File: src/rtl/lbgd_pkg.sv
// Shared types, decode windows and register codes of the ladder button gesture detector.
package lbgd_pkg;

  // Button state codes, ordered so that a pair ranks above any single button
  typedef enum logic [2:0] {
    ST_NONE = 3'd0,
    ST_B1   = 3'd1,
    ST_B2   = 3'd2,
    ST_B3   = 3'd3,
    ST_B12  = 3'd4,
    ST_B13  = 3'd5,
    ST_B23  = 3'd6
  } state_e;

  localparam int LevelW    = 10;
  localparam int TimeW     = 32;
  localparam int HoldW     = 16;
  localparam int CfgIdxW   = 3;
  localparam int CfgDataW  = 16;
  localparam int NumWindows = 7;

  // Configuration register indexes
  typedef enum logic [CfgIdxW-1:0] {
    CFG_BOARD_VARIANT = 3'd0,
    CFG_DOUBLE_CLICK  = 3'd1,
    CFG_LONG_HOLD     = 3'd2,
    CFG_PAIR_HOLD     = 3'd3,
    CFG_SWITCH_HOLD   = 3'd4
  } cfg_idx_e;

  localparam logic [HoldW-1:0] DoubleClickRst = 16'd400;
  localparam logic [HoldW-1:0] LongHoldRst    = 16'd2000;
  localparam logic [HoldW-1:0] PairHoldRst    = 16'd500;
  localparam logic [HoldW-1:0] SwitchHoldRst  = 16'd3000;

  // One decode window: inclusive level range and the state it maps to
  typedef struct packed {
    logic [LevelW-1:0] lo;
    logic [LevelW-1:0] hi;
    state_e            code;
  } window_t;

  // Advanced board windows, first match wins
  localparam window_t AdvTable [NumWindows] = '{
    '{10'd0,   10'd100, ST_NONE},
    '{10'd260, 10'd300, ST_B3},
    '{10'd315, 10'd355, ST_B2},
    '{10'd377, 10'd405, ST_B23},
    '{10'd406, 10'd435, ST_B1},
    '{10'd470, 10'd502, ST_B13},
    '{10'd503, 10'd650, ST_B12}
  };

  // Basic board windows, first match wins (808 to 842 resolves to b1+3)
  localparam window_t BasicTable [NumWindows] = '{
    '{10'd0,   10'd100, ST_NONE},
    '{10'd490, 10'd534, ST_B3},
    '{10'd592, 10'd636, ST_B2},
    '{10'd747, 10'd791, ST_B23},
    '{10'd661, 10'd705, ST_B1},
    '{10'd798, 10'd842, ST_B13},
    '{10'd808, 10'd900, ST_B12}
  };

  // Configuration register set
  typedef struct packed {
    logic             basic_board;
    logic [HoldW-1:0] double_click_ms;
    logic [HoldW-1:0] long_hold_ms;
    logic [HoldW-1:0] pair_hold_ms;
    logic [HoldW-1:0] switch_hold_ms;
  } cfg_t;

  // One result item
  typedef struct packed {
    state_e           decoded_button;
    logic             gesture_done;
    state_e           held_state;
    logic [TimeW-1:0] press_ms;
    logic             press_active;
    logic             long_press;
    logic             pair_hold;
    logic             switch_hold;
    logic             double_click;
  } res_t;

endpackage

File: src/rtl/ladder_button_gesture_detector.sv
// Top level of the ladder button gesture detector: input stage, core and result register.
//
//  channel | direction | handshake              | payload
//  --------+-----------+------------------------+--------------------------------------
//  in      | sink      | in_valid_i / in_stall_o   | ladder_level_i, time_ms_i
//  out     | source    | out_valid_o / out_stall_i | decoded_button_o .. double_click_o
//  cfg     | sink      | cfg_we_i                  | cfg_idx_i, cfg_wdata_i
//
// One item per cycle sustained while out_stall_i is low; a taken item passes through the input register,
// then decode and press update into the result register.
// Reset clears the press state and loads the default hold and click times.
// A stalled result holds in the output register; the input register still takes one
// more item, and in_stall_o rises only when both registers are full.
module ladder_button_gesture_detector (
  input  logic                          clk_i,
  input  logic                          rst_ni,
  input  logic                          cfg_we_i,
  input  logic [lbgd_pkg::CfgIdxW-1:0]  cfg_idx_i,
  input  logic [lbgd_pkg::CfgDataW-1:0] cfg_wdata_i,
  input  logic                          in_valid_i,
  output logic                          in_stall_o,
  input  logic [9:0]                    ladder_level_i,
  input  logic [31:0]                   time_ms_i,
  output logic                          out_valid_o,
  input  logic                          out_stall_i,
  output logic [2:0]                    decoded_button_o,
  output logic                          gesture_done_o,
  output logic [2:0]                    held_state_o,
  output logic [31:0]                   press_ms_o,
  output logic                          press_active_o,
  output logic                          long_press_o,
  output logic                          pair_hold_o,
  output logic                          switch_hold_o,
  output logic                          double_click_o
);

  lbgd_pkg::cfg_t                 cfg;
  lbgd_pkg::state_e               reading;
  lbgd_pkg::res_t                 res, res_q;
  logic                           in_valid_q, in_valid_d;
  logic                           out_valid_q, out_valid_d;
  logic [lbgd_pkg::LevelW-1:0]    level_q;
  logic [lbgd_pkg::TimeW-1:0]     time_q;
  logic                           in_take, advance, step;

  lbgd_cfg u_cfg (
    .clk_i       (clk_i),
    .rst_ni      (rst_ni),
    .cfg_we_i    (cfg_we_i),
    .cfg_idx_i   (cfg_idx_i),
    .cfg_wdata_i (cfg_wdata_i),
    .cfg_o       (cfg)
  );

  // Handshake: move the held item on whenever the result register is free
  assign advance    = !out_valid_q || !out_stall_i;
  assign step       = in_valid_q && advance;
  assign in_stall_o = in_valid_q && !advance;
  assign in_take    = in_valid_i && !in_stall_o;

  always_comb begin
    in_valid_d  = in_take ? 1'b1 : (step ? 1'b0 : in_valid_q);
    out_valid_d = advance ? in_valid_q : out_valid_q;
  end

  always_ff @(posedge clk_i or negedge rst_ni) begin
    if (!rst_ni) begin
      in_valid_q  <= 1'b0;
      out_valid_q <= 1'b0;
    end else begin
      in_valid_q  <= in_valid_d;
      out_valid_q <= out_valid_d;
    end
  end

  // Capture the input item
  always_ff @(posedge clk_i) begin
    if (in_take) begin
      level_q <= ladder_level_i;
      time_q  <= time_ms_i;
    end
  end

  lbgd_decode u_decode (
    .level_i       (level_q),
    .basic_board_i (cfg.basic_board),
    .reading_o     (reading)
  );

  lbgd_core u_core (
    .clk_i     (clk_i),
    .rst_ni    (rst_ni),
    .step_i    (step),
    .reading_i (reading),
    .now_i     (time_q),
    .cfg_i     (cfg),
    .res_o     (res)
  );

  // Hold the result item
  always_ff @(posedge clk_i) begin
    if (step) begin
      res_q <= res;
    end
  end

  assign out_valid_o      = out_valid_q;
  assign decoded_button_o = res_q.decoded_button;
  assign gesture_done_o   = res_q.gesture_done;
  assign held_state_o     = res_q.held_state;
  assign press_ms_o       = res_q.press_ms;
  assign press_active_o   = res_q.press_active;
  assign long_press_o     = res_q.long_press;
  assign pair_hold_o      = res_q.pair_hold;
  assign switch_hold_o    = res_q.switch_hold;
  assign double_click_o   = res_q.double_click;

  // A release is seen only on a none reading and ends the press
  a_release_none: assert property (@(posedge clk_i) disable iff (!rst_ni)
    out_valid_o && gesture_done_o |->
      decoded_button_o == lbgd_pkg::ST_NONE && !press_active_o)
    else $error("release item with a button reading or an open press");

  // A double click only comes with a release
  a_dbl_on_release: assert property (@(posedge clk_i) disable iff (!rst_ni)
    out_valid_o && double_click_o |-> gesture_done_o)
    else $error("double click without a release");

  // The pair flag needs an open press whose peak is a pair
  a_pair_peak: assert property (@(posedge clk_i) disable iff (!rst_ni)
    out_valid_o && pair_hold_o |-> press_active_o &&
      (held_state_o == lbgd_pkg::ST_B12 || held_state_o == lbgd_pkg::ST_B13 ||
       held_state_o == lbgd_pkg::ST_B23))
    else $error("pair flag without a held pair");

  // The input side stalls only behind a stalled, full result register
  a_stall_cause: assert property (@(posedge clk_i) disable iff (!rst_ni)
    in_stall_o |-> out_valid_o && out_stall_i)
    else $error("input stalled while the result register can move");

endmodule

File: src/rtl/lbgd_cfg.sv
// Configuration registers of the ladder button gesture detector.
module lbgd_cfg (
  input  logic                             clk_i,
  input  logic                             rst_ni,
  input  logic                             cfg_we_i,
  input  logic [lbgd_pkg::CfgIdxW-1:0]     cfg_idx_i,
  input  logic [lbgd_pkg::CfgDataW-1:0]    cfg_wdata_i,
  output lbgd_pkg::cfg_t                   cfg_o
);

  lbgd_pkg::cfg_t cfg_d, cfg_q;

  // Decode the write; the board variant keeps only bit 0 of the write data
  always_comb begin
    cfg_d = cfg_q;
    if (cfg_we_i) begin
      case (cfg_idx_i)
        lbgd_pkg::CFG_BOARD_VARIANT: cfg_d.basic_board     = cfg_wdata_i[0];
        lbgd_pkg::CFG_DOUBLE_CLICK:  cfg_d.double_click_ms = cfg_wdata_i;
        lbgd_pkg::CFG_LONG_HOLD:     cfg_d.long_hold_ms    = cfg_wdata_i;
        lbgd_pkg::CFG_PAIR_HOLD:     cfg_d.pair_hold_ms    = cfg_wdata_i;
        lbgd_pkg::CFG_SWITCH_HOLD:   cfg_d.switch_hold_ms  = cfg_wdata_i;
        default: cfg_d = cfg_q;
      endcase
    end
  end

  always_ff @(posedge clk_i or negedge rst_ni) begin
    if (!rst_ni) begin
      cfg_q.basic_board     <= 1'b0;
      cfg_q.double_click_ms <= lbgd_pkg::DoubleClickRst;
      cfg_q.long_hold_ms    <= lbgd_pkg::LongHoldRst;
      cfg_q.pair_hold_ms    <= lbgd_pkg::PairHoldRst;
      cfg_q.switch_hold_ms  <= lbgd_pkg::SwitchHoldRst;
    end else begin
      cfg_q <= cfg_d;
    end
  end

  assign cfg_o = cfg_q;

endmodule

File: src/rtl/lbgd_decode.sv
// Level-to-button decoder over the first-match window tables.
module lbgd_decode (
  input  logic [lbgd_pkg::LevelW-1:0] level_i,
  input  logic                        basic_board_i,
  output lbgd_pkg::state_e            reading_o
);

  lbgd_pkg::window_t win;

  // Walk the table from the back so the first matching window wins
  always_comb begin
    reading_o = lbgd_pkg::ST_NONE;
    win       = lbgd_pkg::AdvTable[0];
    for (int i = lbgd_pkg::NumWindows - 1; i >= 0; i--) begin
      win = basic_board_i ? lbgd_pkg::BasicTable[i] : lbgd_pkg::AdvTable[i];
      if (level_i >= win.lo && level_i <= win.hi) begin
        reading_o = win.code;
      end
    end
  end

endmodule

File: src/rtl/lbgd_core.sv
// Press tracking state, release report and one-shot hold flags.
module lbgd_core (
  input  logic                       clk_i,
  input  logic                       rst_ni,
  input  logic                       step_i,
  input  lbgd_pkg::state_e           reading_i,
  input  logic [lbgd_pkg::TimeW-1:0] now_i,
  input  lbgd_pkg::cfg_t             cfg_i,
  output lbgd_pkg::res_t             res_o
);

  localparam int TimeW = lbgd_pkg::TimeW;
  localparam int HoldW = lbgd_pkg::HoldW;

  lbgd_pkg::state_e   prior_q, prior_d;
  lbgd_pkg::state_e   peak_q, peak_d;
  logic               pressing_q, pressing_d;
  logic [TimeW-1:0]   start_q, start_d;
  logic [TimeW-1:0]   dur_q, dur_d;
  logic               long_sent_q, long_sent_d;
  logic               pair_sent_q, pair_sent_d;
  logic               switch_sent_q, switch_sent_d;
  logic [TimeW-1:0]   rel_time_q, rel_time_d;
  lbgd_pkg::state_e   rel_btn_q, rel_btn_d;

  logic               same, start, hold_on, release_now, single, pair;
  logic [TimeW-1:0]   held, gap;
  logic               dbl, f_long, f_pair, f_switch;

  // True once a wrapped 32-bit elapsed time reaches a 16-bit limit
  function automatic logic reached(logic [TimeW-1:0] elapsed, logic [HoldW-1:0] lim);
    return (elapsed[TimeW-1:HoldW] != '0) || (elapsed[HoldW-1:0] >= lim);
  endfunction

  // Classify this reading against the previous one
  assign same        = (reading_i == prior_q);
  assign start       = same && (reading_i != lbgd_pkg::ST_NONE) && !pressing_q;
  assign hold_on     = same && (reading_i != lbgd_pkg::ST_NONE) && pressing_q;
  assign release_now = same && (reading_i == lbgd_pkg::ST_NONE) && pressing_q;
  assign single      = (peak_q == lbgd_pkg::ST_B1) || (peak_q == lbgd_pkg::ST_B2) ||
                       (peak_q == lbgd_pkg::ST_B3);
  assign gap         = now_i - rel_time_q;

  // Advance the press state
  always_comb begin
    prior_d       = reading_i;
    peak_d        = peak_q;
    pressing_d    = pressing_q;
    start_d       = start_q;
    dur_d         = dur_q;
    long_sent_d   = long_sent_q;
    pair_sent_d   = pair_sent_q;
    switch_sent_d = switch_sent_q;
    rel_time_d    = rel_time_q;
    rel_btn_d     = rel_btn_q;
    dbl           = 1'b0;
    if (start) begin
      pressing_d    = 1'b1;
      peak_d        = reading_i;
      start_d       = now_i;
      long_sent_d   = 1'b0;
      pair_sent_d   = 1'b0;
      switch_sent_d = 1'b0;
    end else if (hold_on) begin
      if (reading_i > peak_q) begin
        peak_d = reading_i;
      end
    end else if (release_now) begin
      dur_d      = now_i - start_q;
      pressing_d = 1'b0;
      if (single) begin
        dbl        = (peak_q == rel_btn_q) && (gap[TimeW-1:HoldW] == '0) &&
                     (gap[HoldW-1:0] <= cfg_i.double_click_ms);
        rel_btn_d  = peak_q;
        rel_time_d = now_i;
      end
    end
  end

  // Fire the one-shot hold flags after the press update
  assign held = now_i - start_d;
  assign pair = (peak_d == lbgd_pkg::ST_B12) || (peak_d == lbgd_pkg::ST_B13) ||
                (peak_d == lbgd_pkg::ST_B23);

  always_comb begin
    f_long   = pressing_d && !long_sent_d && reached(held, cfg_i.long_hold_ms);
    f_pair   = pressing_d && !pair_sent_d && pair && reached(held, cfg_i.pair_hold_ms);
    f_switch = pressing_d && !switch_sent_d && (peak_d == lbgd_pkg::ST_B12) &&
               reached(held, cfg_i.switch_hold_ms);
  end

  always_ff @(posedge clk_i or negedge rst_ni) begin
    if (!rst_ni) begin
      prior_q       <= lbgd_pkg::ST_NONE;
      peak_q        <= lbgd_pkg::ST_NONE;
      pressing_q    <= 1'b0;
      start_q       <= '0;
      dur_q         <= '0;
      long_sent_q   <= 1'b0;
      pair_sent_q   <= 1'b0;
      switch_sent_q <= 1'b0;
      rel_time_q    <= '0;
      rel_btn_q     <= lbgd_pkg::ST_NONE;
    end else if (step_i) begin
      prior_q       <= prior_d;
      peak_q        <= peak_d;
      pressing_q    <= pressing_d;
      start_q       <= start_d;
      dur_q         <= dur_d;
      long_sent_q   <= long_sent_d | f_long;
      pair_sent_q   <= pair_sent_d | f_pair;
      switch_sent_q <= switch_sent_d | f_switch;
      rel_time_q    <= rel_time_d;
      rel_btn_q     <= rel_btn_d;
    end
  end

  // Assemble the result item
  always_comb begin
    res_o.decoded_button = reading_i;
    res_o.gesture_done   = release_now;
    res_o.held_state     = peak_d;
    res_o.press_ms       = dur_d;
    res_o.press_active   = pressing_d;
    res_o.long_press     = f_long;
    res_o.pair_hold      = f_pair;
    res_o.switch_hold    = f_switch;
    res_o.double_click   = dbl;
  end

endmodule
File: config.mk
export PLATFORM = sky130hd
export DESIGN_NAME = ladder_button_gesture_detector
export DESIGN_NICKNAME = d
export VERILOG_FILES = /design/src/rtl/lbgd_pkg.sv /design/src/rtl/ladder_button_gesture_detector.sv /design/src/rtl/lbgd_cfg.sv /design/src/rtl/lbgd_decode.sv /design/src/rtl/lbgd_core.sv
export SDC_FILE = /design/constraint.sdc
export NUM_CORES = 1
export LEC_CHECK = 0
export ABC_AREA = 1
export BUFFER_PORTS_ARGS = -buffer_cell sky130_fd_sc_hd__buf_4
export CAP_MARGIN = 40
export CORE_ASPECT_RATIO = 1.75
export CORE_UTILIZATION = 50
export DETAILED_ROUTE_END_ITERATION = 16
export GPL_TIMING_DRIVEN = 0
export PLACE_DENSITY = 0.69
export SYNTH_ARGS = -nofsm -noshare
export SYNTH_HDL_FRONTEND = slang
export SYNTH_SLANG_ARGS = --single-unit
export TNS_END_PERCENT = 5
File: constraint.sdc
create_clock -name clk_i -period 11.2 [get_ports clk_i]
set_clock_uncertainty 0.2 [all_clocks]
set_input_delay 2.24 -clock clk_i [delete_from_list [all_inputs] [get_ports clk_i]]
set_output_delay 2.24 -clock clk_i [all_outputs]
set_load 0.02 [all_outputs]
==> flow_metrics.env <==
export IMPL_outcome="complete, no violations"
export IMPL_grt_max_degree=96
export IMPL_ant_nets=0
export IMPL_post_cts_setup_buffers=0
export IMPL_p_leak_nw=9.832
export IMPL_cp_arrival_ns=8.59
export IMPL_grt_ovfl_total=0
export IMPL_end_kind="flip-flop"
export IMPL_first_pass_iters=6
export IMPL_ios=112
export IMPL_r2r_cells=37
export IMPL_drt_total_wl_mm=50.55
export IMPL_syn_inst=2272
export IMPL_tightest_slew_ns=0.7883
export IMPL_power_density_nw_per_um2=284.9
export IMPL_dr_total_vias=15510
export IMPL_netlist_area_sq_um=17770
export IMPL_final_nets=2661
export IMPL_cts_buffers_inserted=26
export IMPL_rows=91
export IMPL_synth_seq_cells=262
export IMPL_dpl_hpwl_mm=40.85
export IMPL_grt_pass1_wl_mm=80.67
export IMPL_synthFlopType="dfrtp_1"
export IMPL_stdcell_count=2899
export IMPL_antenna_cells=0
export IMPL_final_util_pct=57.32
export IMPL_clock_root_buffer="clkbuf_16"
export IMPL_cts_max_level=1
export IMPL_tns_ns=0
export IMPL_port_buffers=111
export IMPL_area_growth_pct=13.12
export IMPL_placedCellCount=2851
export IMPL_viasPerCell=5.351
export IMPL_cts_tree="done"
export IMPL_timing_final_crit_share_pct=75.60
export IMPL_syn_nets=2519
export IMPL_start_util_pct=50.68
export IMPL_antenna_found_initial=0
export IMPL_core_area_sq_um=35070
export IMPL_clk_pin_slew_ns=0.07
export IMPL_syn_area_per_cell_sq_um=7.822
export IMPL_ir_worst_vdd_uv=206.2
export IMPL_die_h_microns=251.4
export IMPL_slew_headroom_pct=47.45
export IMPL_worstSetupStartpointType="flip-flop"
export IMPL_die_w_microns=144.5
export IMPL_cts_hold_buf=0
export IMPL_clk_path_buf_depth=3
export IMPL_cpPeakStageDelay_ns=0.77
export IMPL_drv_slew=0
export IMPL_cts_sinks=262
export IMPL_final_layout_size_suffix_gt1_share_pct=9.942
export IMPL_cp_max_fo=12
export IMPL_hold_class="flip-flop to flip-flop"
export IMPL_finalHoldViolations=0
export IMPL_drc_errors=0
export IMPL_gp_congestion=0.9514
export IMPL_timing_hold_ws_ns=0.2755
export IMPL_path_common_cell="nand2_1"
export IMPL_dieArea_sq_um=36330
export IMPL_path_class="flip-flop to flip-flop"
export IMPL_grt_usage_pct=29.05
export IMPL_crit_slowest_cell="dfrtp_1"
export IMPL_cap_viol_max_count=0
export IMPL_synth_edf_count=86
export IMPL_grt_pass1_vias=15950
export IMPL_yosysSeqAreaShare_pct=39.47
export IMPL_cts_resized=0
export IMPL_yosys_warnings=0
export IMPL_synth_distinct_cells=52
export IMPL_setup_viol=0
export IMPL_fmax_mhz=118.1
export IMPL_drt_iter0_drc=752
export IMPL_clock_latency_ns=0.57
export IMPL_worstHoldPathCells=2
export IMPL_wl_per_cell_microns=17.44
export IMPL_period_minus_slack_ns=8.467
export IMPL_required_ns=11.32
export IMPL_ys_async_sr_fraction_pct=67.18
export IMPL_rsz0062_at_grt="no"
-- cell type report --
cell class | instances | area (sq um)
fill | 3334 | 14970
multi-input combinational | 1612 | 9243
sequential | 262 | 7014
inverter | 349 | 1313
timing repair buffer | 114 | 908.4
clock buffer | 30 | 696.9
tap | 465 | 581.8
buffer | 49 | 203.9
clock inverter | 18 | 142.6
-- stage by stage --
step / instance area (sq um) / worst slack [ns] / power [mW]
detailed placement: 19260 / 2.838 / 4.847
global route: 20100 / 2.236 / 6.269
floorplan: 17770 / 5.072 / 3.836
global placement: 19190 / 2.889 / 4.755
CTS: 20100 / 2.774 / 5.744
finish: 20100 / 2.733 / 5.727
-- cell usage after synthesis (2+ instances only) --
cell type  instances  area [sq um]
o2111ai_1          4         35.03
dfstp_2           22         578.1
dfrtp_1          154          3854
nand4_1           15         93.84
inv_2             14         52.55
nand2_4            2         22.52
nand3_1           86         430.4
nand2_1          589          2211
o21ai_1           13         65.06
nand2_2           11         68.82
o31ai_1            2         15.01
nand3_2            9         90.09
nor3_2             2         20.02
nor4_1             3         18.77
a211oi_1           7         52.55
a21oi_1          130         650.6
or2_2              3         18.77
nor2_2             6         37.54
o21ai_2            4         35.03
xnor2_1           23         201.4
o21a_1            29         217.7
a21o_1             7         52.55
buf_6              2         22.52
xor2_1            49         429.2
and3_1             2         12.51
buf_1              7         26.28
inv_1            334          1254
edfxtp_1          86          2582
fa_1               3         60.06
nor2_1           115         431.7
o21bai_1           6         45.04
a21boi_0           6         45.04
ha_1             178          2227
nand3b_1           5         37.54
nor3_1            19         95.09
clkbuf_1          39         146.4
o221ai_1           2         17.52
a21boi_1           8         60.06
o21ai_0          247          1236
a31oi_1           17         106.4
-- worst paths after layout --
| check | from | slack [ns] | to |
|---|---|---|---|
| worst max-delay path | u_cfg.cfg_o[64] | 2.73 | pair_hold_o |
| worst min-delay path | u_core.rel_btn_q[2] | 0.28 | u_core.rel_btn_q[2] |
| worst max register to register | u_cfg.cfg_o[64] | 2.73 | pair_hold_o |
| worst min register to register | u_core.rel_btn_q[2] | 0.28 | u_core.rel_btn_q[2] |
| max in group asynchronous | rst_ni | 8.47 | u_core.dur_q[6] |
| min in group asynchronous | rst_ni | 1.43 | u_cfg.cfg_o[14] |
-- per-layer routing --
metal  GRT usage, %  vias up  share of wire (%)
met3          2.667      155                3.2
li1               -     7731                  -
met1          30.32     7263                 37
met4          16.93        0                6.3
met2          55.00      363                 53
met5              0        -                  0
-- registers in the layout, summed over array words and instances (netlist names), 3 cells and up --
name / cells
decoded_button_o: 3
held_state_o: 3
level_q: 10
press_ms_o: 32
time_q: 32
u_cfg.cfg_o: 65
u_core.dur_q: 32
u_core.peak_q: 3
u_core.prior_q: 3
u_core.rel_btn_q: 3
u_core.rel_time_q: 32
u_core.start_q: 32
-- power by group --
group	switching [mW]	leakage, nW	total [mW]	internal, mW
registers	0.137	3.08	1.39	1.25
clock network	0.414	0.407	0.872	0.458
logic	2.19	6.34	3.47	1.28
-- critical path: cells and delay by family, from the launching register on --
family,cells,cell delay [ns]
flops,1,0.77
buf+inv,7,1.77
fa+ha+maj,4,1.53
compound gates,10,1.95
xor+xnor,1,0.34
simple gates,15,1.62
-- cells by family (layout without fill, tap and decap cells) --
group                      count (synthesis)  in the layout  synth area share (%)
DFF                                      262            262                 39.47
buffers and inverters                    398            560                 8.526
AOI/OAI and AO/OA                        488            488                 15.14
adders and majority gates                181            181                 12.87
xor gates and xnor gates                  72             72                 3.548
and+or+nand+nor                          871            871                 20.45
-- layout by cell type (no fill, tap or decap), types with 15 or more instances in the layout --
master and count:
nor2_1 115, inv_1 333, nor3_1 19, clkbuf_16 27
xnor2_1 23, xor2_1 49, o21ai_0 247, ha_1 178
dfrtp_1 154, a31oi_1 17, dfstp_2 22, o21a_1 29
inv_2 15, nand2_1 589, buf_4 111, edfxtp_1 86
clkbuf_1 41, nand4_1 15, nand3_1 86, a21oi_1 130
No activity file was read; power rests on OpenSTA's default activity.
